### src/hw/rtl/npcl1_pkg.sv
`timescale 1ns / 1ps
`default_nettype none
// ----------------------------------------------------------------------------
// npcl1_pkg: shared types and constants of the nearest palette color search
// Palette depth, cell count, the beat that travels down the cell row,
// configuration register codes and the absolute difference helper.
// ----------------------------------------------------------------------------
package npcl1_pkg;

  localparam int PALETTE_DEPTH = 256;
  localparam int ADDRESSABLE   = 256;
  localparam int NUM_CELLS     = (PALETTE_DEPTH < ADDRESSABLE) ? PALETTE_DEPTH : ADDRESSABLE;
  localparam int LATENCY       = NUM_CELLS + 1;

  localparam logic [7:0] START_BEST = 8'd255;

  localparam int APB_AW = 4;
  localparam int APB_DW = 32;

  typedef enum logic [1:0] {
    REG_COLOR_COUNT = 2'd0,
    REG_BLACK_INDEX = 2'd1,
    REG_WHITE_INDEX = 2'd2,
    REG_AVOID_BLACK = 2'd3
  } reg_idx_e;

  typedef enum logic {
    OP_WRITE = 1'b0,
    OP_QUERY = 1'b1
  } opcode_e;

  typedef struct packed {
    logic [8:0] color_count;
    logic [7:0] black_index;
    logic [7:0] white_index;
    logic       avoid_black;
  } cfg_t;

  // beat handed from cell to cell
  typedef struct packed {
    logic       query;
    logic [7:0] entry_index;
    logic [7:0] red;
    logic [7:0] green;
    logic [7:0] blue;
    logic [7:0] best;
    logic [7:0] match;
    logic       hit;
  } beat_t;

  function automatic logic [7:0] abs_diff(input logic [7:0] a, input logic [7:0] b);
    logic [7:0] r;
    r = (a > b) ? (a - b) : (b - a);
    return r;
  endfunction

endpackage
`default_nettype wire

### src/hw/rtl/npcl1_cfg.sv
`timescale 1ns / 1ps
`default_nettype none
// ----------------------------------------------------------------------------
// npcl1_cfg: configuration registers
// APB-style register file holding color count, fallback indexes and the
// avoid-black select.
// ----------------------------------------------------------------------------
module npcl1_cfg
  import npcl1_pkg::*;
(
  input  wire logic              clk_i,
  input  wire logic              rst_ni,
  input  wire logic              psel,
  input  wire logic              penable,
  input  wire logic              pwrite,
  input  wire logic [APB_AW-1:0] paddr,
  input  wire logic [APB_DW-1:0] pwdata,
  output logic      [APB_DW-1:0] prdata,
  output logic                   pready,
  output cfg_t                   cfg_o
);

  cfg_t     cfg_q, cfg_d;
  reg_idx_e reg_sel;
  logic     wr_en;

  assign reg_sel = reg_idx_e'(paddr[3:2]);
  assign wr_en   = psel & penable & pwrite;
  assign pready  = 1'b1;

  always_comb begin
    cfg_d = cfg_q;
    if (wr_en) begin
      case (reg_sel)
        REG_COLOR_COUNT: cfg_d.color_count = pwdata[8:0];
        REG_BLACK_INDEX: cfg_d.black_index = pwdata[7:0];
        REG_WHITE_INDEX: cfg_d.white_index = pwdata[7:0];
        REG_AVOID_BLACK: cfg_d.avoid_black = pwdata[0];
        default: cfg_d = cfg_q;
      endcase
    end
  end

  always_ff @(posedge clk_i or negedge rst_ni) begin
    if (!rst_ni) begin
      cfg_q <= '0;
    end else begin
      cfg_q <= cfg_d;
    end
  end

  always_comb begin
    case (reg_sel)
      REG_COLOR_COUNT: prdata = {{(APB_DW-9){1'b0}}, cfg_q.color_count};
      REG_BLACK_INDEX: prdata = {{(APB_DW-8){1'b0}}, cfg_q.black_index};
      REG_WHITE_INDEX: prdata = {{(APB_DW-8){1'b0}}, cfg_q.white_index};
      REG_AVOID_BLACK: prdata = {{(APB_DW-1){1'b0}}, cfg_q.avoid_black};
      default:         prdata = '0;
    endcase
  end

  assign cfg_o = cfg_q;

endmodule
`default_nettype wire

### config.mk
export PLATFORM = sky130hd
export DESIGN_NAME = npcl1_cfg
export DESIGN_NICKNAME = d
export VERILOG_FILES = /design/src/hw/rtl/npcl1_pkg.sv /design/src/hw/rtl/npcl1_cfg.sv
export SDC_FILE = /design/constraint.sdc
export NUM_CORES = 1
export LEC_CHECK = 0
export BUFFER_PORTS_ARGS = -buffer_cell sky130_fd_sc_hd__buf_2
export CORE_MARGIN = 5
export CORE_UTILIZATION = 40
export DETAILED_ROUTE_END_ITERATION = 10
export PLACE_DENSITY = 0.79
export SYNTH_ARGS = -nofsm -noshare
export SYNTH_HDL_FRONTEND = slang
export SYNTH_SLANG_ARGS = --single-unit
### constraint.sdc
create_clock -name clk_i -period 3.16 [get_ports clk_i]
set_input_delay 0.632 -clock clk_i [delete_from_list [all_inputs] [get_ports clk_i]]
set_output_delay 0.632 -clock clk_i [all_outputs]
set_load 0.05 [all_outputs]
### Word-level counts from Yosys, hierarchy flattened

Cells that the tools add are included.

| word-level totals | value |
|---|---|
| bits in registers | 26 |
| logic and storage cells | 15 |

| cells by class | value |
|---|---|
| reduce and logical (&&, ||, !) cells | 5 |
| equality and inequality tests | 3 |
| bitwise logic cells | 2 |
| mux-type cells | 1 |

Operators by type and width:

| cell | number |
|---|---|
| case mux 32 bit (4 select lines) | 1 |
| AND reduction 2 bit | 4 |
| == test 2 bit (second input constant) | 2 |
| bitwise AND 1 bit | 2 |
| == test 2 x 1 -> 1 bit (second input constant) | 1 |
| zero test 2 bit | 1 |

### Depth between registers and ports, before layout

| logic depth | value |
|---|---|
| word-level depth | 3 |
| depth in mapped cells | 4 |
| depth with buffers taken out | 3 |

### Worst setup path before layout

OpenSTA, ideal clock, no wires.

| timing path | value |
|---|---|
| path type | input to output |
| start | input port paddr[2] |
| end | output port prdata[1] |
| data arrival time | 2.063 ns |
| slack | 0.465 ns |
| stages | 3 |
| buffers on the path | 1 |
| required time | 2.528 ns |
| cells stage by stage | buf_2 > mux2i_1 > o21ai_0 |

| on the way | value |
|---|---|
| longest elaborated chain between the ends | 2 |

Ends and longest elaborated chain:

| what | line | source |
|---|---|---|
| start, declared | npcl1_cfg.sv:16 | `input wire logic [APB_AW-1:0] paddr,` |
| == test 2 bit (tied with other cells) | npcl1_cfg.sv:53 | `case (reg_sel)` |
| case mux 32 bit (4 select lines) (*) | npcl1_cfg.sv:53 |  |
| end, declared | npcl1_cfg.sv:18 | `output logic [APB_DW-1:0] prdata,` |

Every way passes the cells marked *; elsewhere a longest branch is shown, timed or not. The select of a mux whose other input is x is not followed.

### Final worst setup path

| timing path | value |
|---|---|
| start | input port paddr[2] |
| end | output port prdata[5] |

Same word-level chain as after synthesis.

==> impl_metrics.ini <==
[logic_synthesis]
synth_top_area_cell = dfrtp_1
netlist_instances = 112
synth_cell_type_count = 21
synth_flop_cell = dfrtp_1
synth_edf_count = 0
syn_area_per_cell_um2 = 12.6
synth_most_common_cell = dfrtp_1
ys_seq_area_frac = 0.463
yosys_warnings = 0
syn_area_um2 = 1410
synthTopCellsByArea = dfrtp_1 (46%), mux2_2 (14%), buf_4 (13%)
async_flop_share = 1.00
synth_top_area_frac = 0.463
ys_ff_latch = 26
synth_common_cells = dfrtp_1 (26), buf_4 (24), mux2_2 (17)

[floorplan]
die_area_um2 = 4800
coreArea_um2 = 3360
num_rows = 21
dieHeight_um = 69.3
io-pin-count = 100
chipWidth_um = 69.3
start_util = 0.418

[cts]
cts_hold_buf = 0
numCtsBuffers = 3
cts.sinks = 26
insertion_delay_ns = 0.31
cts_buffer_depth = 2
htree_levels = 1
clkTransAtPathRegs_ns = 0.13
post_cts_buffers = 0
post_cts_resize_count = 0
cts_tree = built
root_buffer = clkbuf_4

[sta]
setup_viol = 0
max-slew-margin-rel = 0.581
timing.final.crit_share = 0.752
finalSetupTns_ns = 0
tightest_slew_ns = 0.629
finalMaxSlewViolations = 0
fin_worst_skew_ns = 0
rsz0062_at_grt = no
fmax_mhz = 421
finalHoldViolations = 0
period_minus_slack_ns = 2.38

[run_status]
status = completed

[critical_path]
worstSetupEndpointType = output pin
cp_max_fo = 13
reg2reg_from = cfg_o[22]
worstPathRequired_ns = 2.53
critical_path.most_common_cell = buf_2
startpoint = paddr[2]
cp-start-kind = primary input
critPathKind = primary input to output pin
crit_buf_inv = 2
cpPeakStageDelay_ns = 0.42
arrival_ns = 1.74
path_delay_family = buffers and inverters
cp_slowest_cell = and2b_1
rrSetupSlack_ns = 2.37
path_cells = buf_2 -> and2b_1 -> nand2_1 -> o21ai_0 -> buf_2

[final_layout]
nFillCells = 339
drive_gt1_frac = 0.519
n_antenna_cell = 0
fin_cells = 206
largest_register_ffs = 26
area_growth_pct = 15.1
layout.nets = 203

[detailed_routing]
via_count = 964
viasPerCell = 4.68
drtAntennaViolNets = 0
dr.pass1.iters = 4
avgRoutedWirePerCell_um = 14.6
drc_errors = 0
drt-initial-drc-count = 26
wl_um = 3010

[grt]
grt_util_all_layers = 0.130
antenna_found_initial = 0
overflow = 0
grt_pass1_vias = 1012
grt_max_degree = 27
grt_pass1_wl_um = 5120

[placed_design]
place.gp.congestion = 0.671
port_buffers = 50
placedCellCount = 203
hpwl_um = 2240

[run]
timing.max_cap.violations = 0

[min_path]
hp-class = primary input to async pin

[power_and_ir_drop]
peakVddDrop_mv = 0.398
power_density_nw_per_um2 = 794
leakagePower_uw = 0.000867
-- through the flow --
step	setup slack [ns]	power, uW	hold WS (ns)	cell area, um^2	util
floorplan	0.465	1030	0.336	1490	-
global placement	0.764	1150	0.513	1600	0.475
detailed placement	0.769	1160	0.515	1600	0.475
CTS	0.761	1300	0.304	1620	0.481
global route	0.660	1350	0.324	1620	0.481
finish	0.783	1290	0.293	1620	0.481
-- cell usage in the layout (no fill, tap or decap), types with 3 or more instances in the layout --
master    Yosys  layout
buf_2         1      50
mux2i_1       7       7
o21ai_0       7       7
conb_1        2      24
mux2_4        9       9
nand2_1       7       7
dfrtp_1      26      26
clkbuf_4      0       3
mux2_2       17      17
-- routing by layer --
| metal | vias up | track usage | routed length (um) |
|---|---|---|---|
| met5 | - | 0 | 0 |
| met4 | 0 | 0.0260 | 0 |
| met3 | 0 | 0.0536 | 376 |
| met2 | 59 | 0.211 | 1360 |
| met1 | 468 | 0.162 | 1270 |
| li1 | 437 | - | - |
-- final cells by class --
| class | count | area (um^2) | area share |
|---|---|---|---|
| repair buffers | 50 | 250 | 0.155 |
| inverters | 1 | 3.75 | 0.00232 |
| clock buffers | 3 | 22.5 | 0.0139 |
| well taps | 46 | 57.6 | 0.0355 |
| flip-flops and latches | 26 | 651 | 0.402 |
| multi-input cells | 80 | 634 | 0.392 |
-- logic make-up (layout without fill, tap and decap cells) --
| group | after synthesis | count (layout) | synth area share |
|---|---|---|---|
| AO/OA/AOI/OAI | 7 | 7 | 0.0249 |
| buffers and inverters | 28 | 54 | 0.145 |
| flip-flops | 26 | 26 | 0.463 |
| multiplexers | 34 | 34 | 0.298 |
| other | 2 | 24 | 0.00534 |
| AND/OR/NAND/NOR | 15 | 15 | 0.0641 |
-- final timing paths --
path                              to  cells after the start
setup reg to reg           cfg_o[22]                      1
setup / recovery           prdata[5]                      5
min in group clk_i         cfg_o[25]                      2
max in group asynchronous   cfg_o[0]                      1
hold / removal              cfg_o[8]                      1
hold reg to reg            cfg_o[10]                      1
-- power by group --
group	switching, uW	internal [uW]
registers	56.3	410
logic	516	167
clock network	92.1	44.6
total	664	622
Power figures use the tool's default switching activity.
