==> config.mk <==
export PLATFORM = sky130hd
export DESIGN_NAME = npcl1_cell
export DESIGN_NICKNAME = d
export VERILOG_FILES = /design/src/hw/rtl/npcl1_pkg.sv /design/src/hw/rtl/npcl1_cell.sv
export SDC_FILE = /design/constraint.sdc
export NUM_CORES = 1
export LEC_CHECK = 0
export ABC_CLOCK_PERIOD_IN_PS = 8300
export BUFFER_PORTS_ARGS = -buffer_cell sky130_fd_sc_hd__buf_4
export CORE_UTILIZATION = 45
export CTS_CLUSTER_DIAMETER = 80
export DETAILED_ROUTE_END_ITERATION = 7
export PLACE_DENSITY_LB_ADDON = 0.3
export REMOVE_ABC_BUFFERS = 1
export SLEW_MARGIN = 20
export SYNTH_ARGS = -nofsm -noshare
export SYNTH_HDL_FRONTEND = slang
export SYNTH_SLANG_ARGS = --single-unit
==> constraint.sdc <==
create_clock -name clk_i -period 8.3 [get_ports clk_i]
set_clock_uncertainty 0.2 [all_clocks]
set_input_delay 0 -clock clk_i [delete_from_list [all_inputs] [get_ports clk_i]]
set_output_delay 0 -clock clk_i [all_outputs]
set_load 0.03 [all_outputs]
==> src/hw/rtl/npcl1_pkg.sv <==
`timescale 1ns / 1ps
`default_nettype none
// ----------------------------------------------------------------------------
// npcl1_pkg: shared types and constants of the nearest palette color search
// Palette depth, cell count, the beat that travels down the cell row,
// configuration register codes and the absolute difference helper.
// ----------------------------------------------------------------------------
package npcl1_pkg;

  localparam int PALETTE_DEPTH = 256;
  localparam int ADDRESSABLE   = 256;
  localparam int NUM_CELLS     = (PALETTE_DEPTH < ADDRESSABLE) ? PALETTE_DEPTH : ADDRESSABLE;
  localparam int LATENCY       = NUM_CELLS + 1;

  localparam logic [7:0] START_BEST = 8'd255;

  localparam int APB_AW = 4;
  localparam int APB_DW = 32;

  typedef enum logic [1:0] {
    REG_COLOR_COUNT = 2'd0,
    REG_BLACK_INDEX = 2'd1,
    REG_WHITE_INDEX = 2'd2,
    REG_AVOID_BLACK = 2'd3
  } reg_idx_e;

  typedef enum logic {
    OP_WRITE = 1'b0,
    OP_QUERY = 1'b1
  } opcode_e;

  typedef struct packed {
    logic [8:0] color_count;
    logic [7:0] black_index;
    logic [7:0] white_index;
    logic       avoid_black;
  } cfg_t;

  // beat handed from cell to cell
  typedef struct packed {
    logic       query;
    logic [7:0] entry_index;
    logic [7:0] red;
    logic [7:0] green;
    logic [7:0] blue;
    logic [7:0] best;
    logic [7:0] match;
    logic       hit;
  } beat_t;

  function automatic logic [7:0] abs_diff(input logic [7:0] a, input logic [7:0] b);
    logic [7:0] r;
    r = (a > b) ? (a - b) : (b - a);
    return r;
  endfunction

endpackage
`default_nettype wire

==> src/hw/rtl/npcl1_cell.sv <==
`timescale 1ns / 1ps
`default_nettype none
// ----------------------------------------------------------------------------
// npcl1_cell: one palette entry cell
// Holds one RGB entry, loads it when a write beat for its slot passes, and
// folds its L1 distance into the running best of each passing query beat when
// its slot lies below the color count.
module npcl1_cell
  import npcl1_pkg::*;
(
  input  wire logic       clk_i,
  input  wire logic       rst_ni,
  input  wire logic [7:0] cell_idx_i,
  input  wire logic [8:0] color_count_i,
  input  wire logic       valid_i,
  input  beat_t           beat_i,
  output logic            valid_o,
  output beat_t           beat_o
);

  logic [7:0] ent_red_q, ent_green_q, ent_blue_q;
  logic       valid_q;
  beat_t      beat_q, beat_d;
  logic [9:0] l1_sum;
  logic       searched;
  logic       win;
  logic       load;

  assign l1_sum = {2'b00, abs_diff(ent_red_q, beat_i.red)}
                + {2'b00, abs_diff(ent_green_q, beat_i.green)}
                + {2'b00, abs_diff(ent_blue_q, beat_i.blue)};

  assign searched = beat_i.query && ({1'b0, cell_idx_i} < color_count_i);
  assign win      = searched && (l1_sum < {2'b00, beat_i.best});
  assign load     = valid_i && !beat_i.query && (beat_i.entry_index == cell_idx_i);

  always_comb begin
    beat_d = beat_i;
    if (win) begin
      beat_d.best  = l1_sum[7:0];
      beat_d.match = cell_idx_i;
      beat_d.hit   = 1'b1;
    end
  end

  always_ff @(posedge clk_i or negedge rst_ni) begin
    if (!rst_ni) begin
      valid_q <= 1'b0;
    end else begin
      valid_q <= valid_i;
    end
  end

  always_ff @(posedge clk_i) begin
    beat_q <= beat_d;
    if (load) begin
      ent_red_q   <= beat_i.red;
      ent_green_q <= beat_i.green;
      ent_blue_q  <= beat_i.blue;
    end
  end

  assign valid_o = valid_q;
  assign beat_o  = beat_q;

endmodule
`default_nettype wire

# After elaboration in Yosys (flattened, before gate mapping)
# Index checks and enable logic that the tools add are counted.
word_totals:
  output_inout_bits: 51
  reg_bits: 75
  latchBits: 0
  memories: 0
  mem_bits_ro: 0
  mem_bits_rw: 0
op_classes:
  shifts: 0
  multipliers: 0
  n_eq_ne: 1
  order_cmp: 5
  addsub: 8
  bitwise_logic: 0
  n_mux: 4
  div: 0
  n_reduce_logical: 5
ops:
  columns: ["operator", "count"]
  rows:
  - ["$sub 8x8->8", 6]
  - ["$gt 8x8->1", 3]
  - ["$mux 8", 3]
  - ["$mux 17", 1]
  - ["$add 9x8->10", 1]
  - ["$lt 10x8->1", 1]
  - ["$add 8x8->9", 1]
  - ["$lt 8x9->1", 1]
  - ["$eq 8x8->1", 1]
  - ["$logic_and 1x1->1", 4]
  - ["$logic_not 1->1", 1]

# Depth between registers and ports, before layout
logic_depth:
  ltp_word: 7
  ltp_mapped: 24
  depth_no_buf: 22

# Least setup slack after synthesis
# No wires, ideal clock.
synth_path:
  kind: "reg-to-reg"
  startpoint: "register ent_red_q[5]"
  endpoint: "register beat_q (netlist bit beat_o[7])"
  path_buffers: 2
  t_required_ps: 7979
  slack_ps: 2581
  period_less_slack_ps: 5719
  arrival_time_ps: 5398
  path_stages_with_launch: 20
  setup_ps: 121
  path_cell_list: "edfxtp_1 > ha_1 > clkbuf_1 > a211oi_1 > o21bai_1 > o21ai_2 > mux2_2 > fa_1 > ha_1 > fa_1 > a21o_2 > a21oi_1 > xnor2_1 > ha_1 > a211oi_1 > o21ai_0 > o2111a_1 > a2111oi_4 > buf_6 > mux2_2"
synth_lines:
  columns: ["element", "line", "text"]
  rows:
  - ["from (decl)", "npcl1_cell.sv:21", "logic [7:0] ent_red_q, ent_green_q, ent_blue_q;"]
  - ["from (signal assigned)", "npcl1_cell.sv:57", "ent_red_q <= beat_i.red;"]
  - ["to (signal assigned)", "npcl1_cell.sv:55", "beat_q <= beat_d;"]
  - ["to (decl)", "npcl1_cell.sv:23", "beat_t beat_q, beat_d;"]

==> results.ini <==
[run_status]
outcome=finished clean

[synth]
synthFlopType=dfxtp_1
async_flop_share_pct=1.33
synth-seq-area-share_pct=35.0
synth_edf_count=24
syn_area_per_cell_um2=10.1
syn_area_mm2=0.00499
yosys_warnings=0
syn_inst=493
ys_ff_latch=75
synth_cell_types=52

[sta]
fin_hold_ws_ns=0.0850
slew-limit-headroom_pct=52.1
rsz0062_at_grt=no
period_share_pct=82.7
worst_pin_slew_ns=0.718
fmax_mhz=146
finalSetupTns_ns=0
drv_slew=0
setup_viol_count_final=0
period_minus_slack_ns=6.86
hold_viol_final=0

[power_and_ir_drop]
vdd.ir_drop.worst_mv=0.134
leakagePower_uw=0.00330
power.internal_uw=833
combinationalPowerShare_pct=44.6
power_per_cell_area_mw_per_mm2=188
switching_power_uw=459
clock_power_share_pct=22.6
power_uw=1290
swShare_pct=35.5
power.share.sequential_pct=32.8

[setup_path]
crit_path_start_kind=flop
critical-path-max-stage-delay_ns=0.60
cp_common_cell=ha_1
cp.required_ns=8.35
path_max_fanout=10
crit_chain=ha_1 > a211o_1 > a21oi_1 > a21o_1 > mux2_2 > fa_1 > ha_1 > fa_1 > a211oi_1 > o21bai_1 > a21oi_2 > xnor2_1 > ha_1 > a211oi_1 > o221ai_1 > a2111oi_4 > buf_6 > mux2_2 > dlygate4sd3_1
crit_path_end_kind=flop
worstPathArrival_ns=6.91
critPathKind=reg2reg
slowest_stage=a2111oi_4

[placement]
dp_hpwl_um=8710
routabilityCongestion=0.891
placed_cell_area_mm2=0.00603
portBuffers=120

[final_layout]
fillers=900
final_cell_mix=buf_4 (121), inv_1 (88), ha_1 (66)
fin_area_mm2=0.00686
synthToLayoutAreaGrowth_pct=37.6
drive_gt1_share_pct=25.8
final_common_cell=buf_4
fin_util_pct=63.3
regArea_mm2=0.00175
multi_input_area_mm2=0.00287
diodes=0
nNetsFinal=829

[routing]
routedWlPerCell_um=14.4
vias_per_cell=5.05
drc=0
via_count=4154
routed_wl_um=11900
drtAntennaViolNets=0
first_pass_iters=4
drt_iter0_drc=164

[grt]
grt_pass1_vias=4191
use_met2_pct=37.3
grt_use_met3_pct=6.54
top_usage_layer=met2
grt_start_max_net_pins=25
grt_use_met1_pct=25.9
overflow=0
grt_first_pass_wirelength_um=19400
track_usage_pct=21.9
antenna_found_initial=0

[clock_tree]
path_clk_slew_ns=0.08
numClockSinks=75
cts-root-buf=clkbuf_8
cts_tree=built
max-clock-path-buffers=2
cts_resized=0
htreeDepth=3
insertion_delay_ns=0.36
ctsHoldBuffers=61
cts_inserted_buffers=9
cts_setup_buffers=0

[die]
row_count=38
fp.coreArea_mm2=0.0108
start_util_pct=46.0
io-pin-count=121
die_y_um=107
die_area_mm2=0.0115
chipWidth_um=107

[worst_hold_path]
hold_path.class=in2reg

[flow_run]
drv_cap=0

## cell usage after synthesis, drive strengths merged, types with 3 or more instances
cell type / n / share of area [%]
inv: 88 / 6.6
ha: 66 / 17
dfxtp: 50 / 20
a21oi: 30 / 3.1
mux2: 25 / 5.6
edfxtp: 24 / 14
o21ai: 22 / 2.4
fa: 15 / 6.0
nand2: 15 / 1.1
xnor2: 14 / 2.5
nor2: 13 / 0.98
a21o: 12 / 1.8
xor2: 12 / 2.1
mux2i: 11 / 2.2
a211oi: 8 / 1.2
nor2b: 8 / 1.0
nand4: 6 / 0.75
o31ai: 6 / 0.90
buf: 5 / 0.63
o21bai: 5 / 0.75
and4: 4 / 0.70
clkbuf: 4 / 0.30
nand2b: 4 / 0.50
nand3: 4 / 0.40
o21a: 4 / 0.60
or2: 4 / 0.50
a2111oi: 3 / 0.90
nor3: 3 / 0.30
o211ai: 3 / 0.45
## flip-flops by register name, indices dropped and copies added (netlist names)
| signal | cells |
|---|---|
| ent_blue_q | 8 |
| beat_o | 50 |
| ent_red_q | 8 |
| valid_o | 1 |
| ent_green_q | 8 |
## metal layers
layer	up-vias	part of all wire [%]
met5	-	0
met4	0	1.7
met3	18	6.3
met2	132	48
met1	1940	44
li1	2064	-
## cell type report
type                            instances  share of cell area (%)
Sequential cell                        75                    25.4
Clock buffer                           12                    2.73
Tap cell                              140                    2.55
Timing Repair Buffer                  183                    22.3
Inverter                               88                    4.81
Multi-Input combinational cell        321                    41.8
Clock inverter                          4                   0.401
## kinds of logic (layout without fill, tap and decap cells)
family	after synthesis	after routing	share of synthesized area, %
adders and majority gates	81	81	22.6
buffers and inverters	97	287	7.55
xor gates and xnor gates	26	26	4.56
AOI/OAI and AO/OA	111	111	15.4
muxes	36	36	7.85
DFF	75	75	35.0
and+or+nand+nor	67	67	7.07
## critical path, delay by kind of cell, from the launching register on
family                   cells  cell delay, ns
adder cells (fa/ha/maj)      5            1.85
AO/OA/AOI/OAI                9            2.55
flip-flops                   1            0.40
multiplexers                 2            0.76
XOR/XNOR                     1            0.17
buffers and inverters        2            0.82
## path summary, 6_finish.rpt
| check | from | end | slack (ns) | cells after the start |
|---|---|---|---|---|
| setup / recovery | ent_green_q[5] | beat_o[5] | 1.44 | 19 |
| hold / removal | beat_i[49] | beat_o[49] | 0.08 | 2 |
| setup reg to reg | ent_green_q[5] | beat_o[5] | 1.44 | 19 |
| hold reg to reg | ent_blue_q[0] | beat_o[9] | 0.88 | 4 |
| max in group asynchronous | rst_ni | valid_o | 7.51 | 3 |
| min in group asynchronous | rst_ni | valid_o | 0.28 | 3 |
## power by group through the flow
stage	clock [µW]	combinational [µW]	sequential [µW]
6_report	292	576	424
5_1_grt	313	642	427
4_1_cts	304	572	424
3_5_place_dp	0	534	432
3_3_place_gp	0	520	432
2_1_floorplan	0	300	499
## per-stage QoR
stage	setup WS [ns]	std cells
floorplan	2.53	484
global placement	2.04	745
detailed placement	1.85	745
CTS	1.24	822
global route	0.968	823
finish	1.44	823
Power figures use the tool's default switching activity.
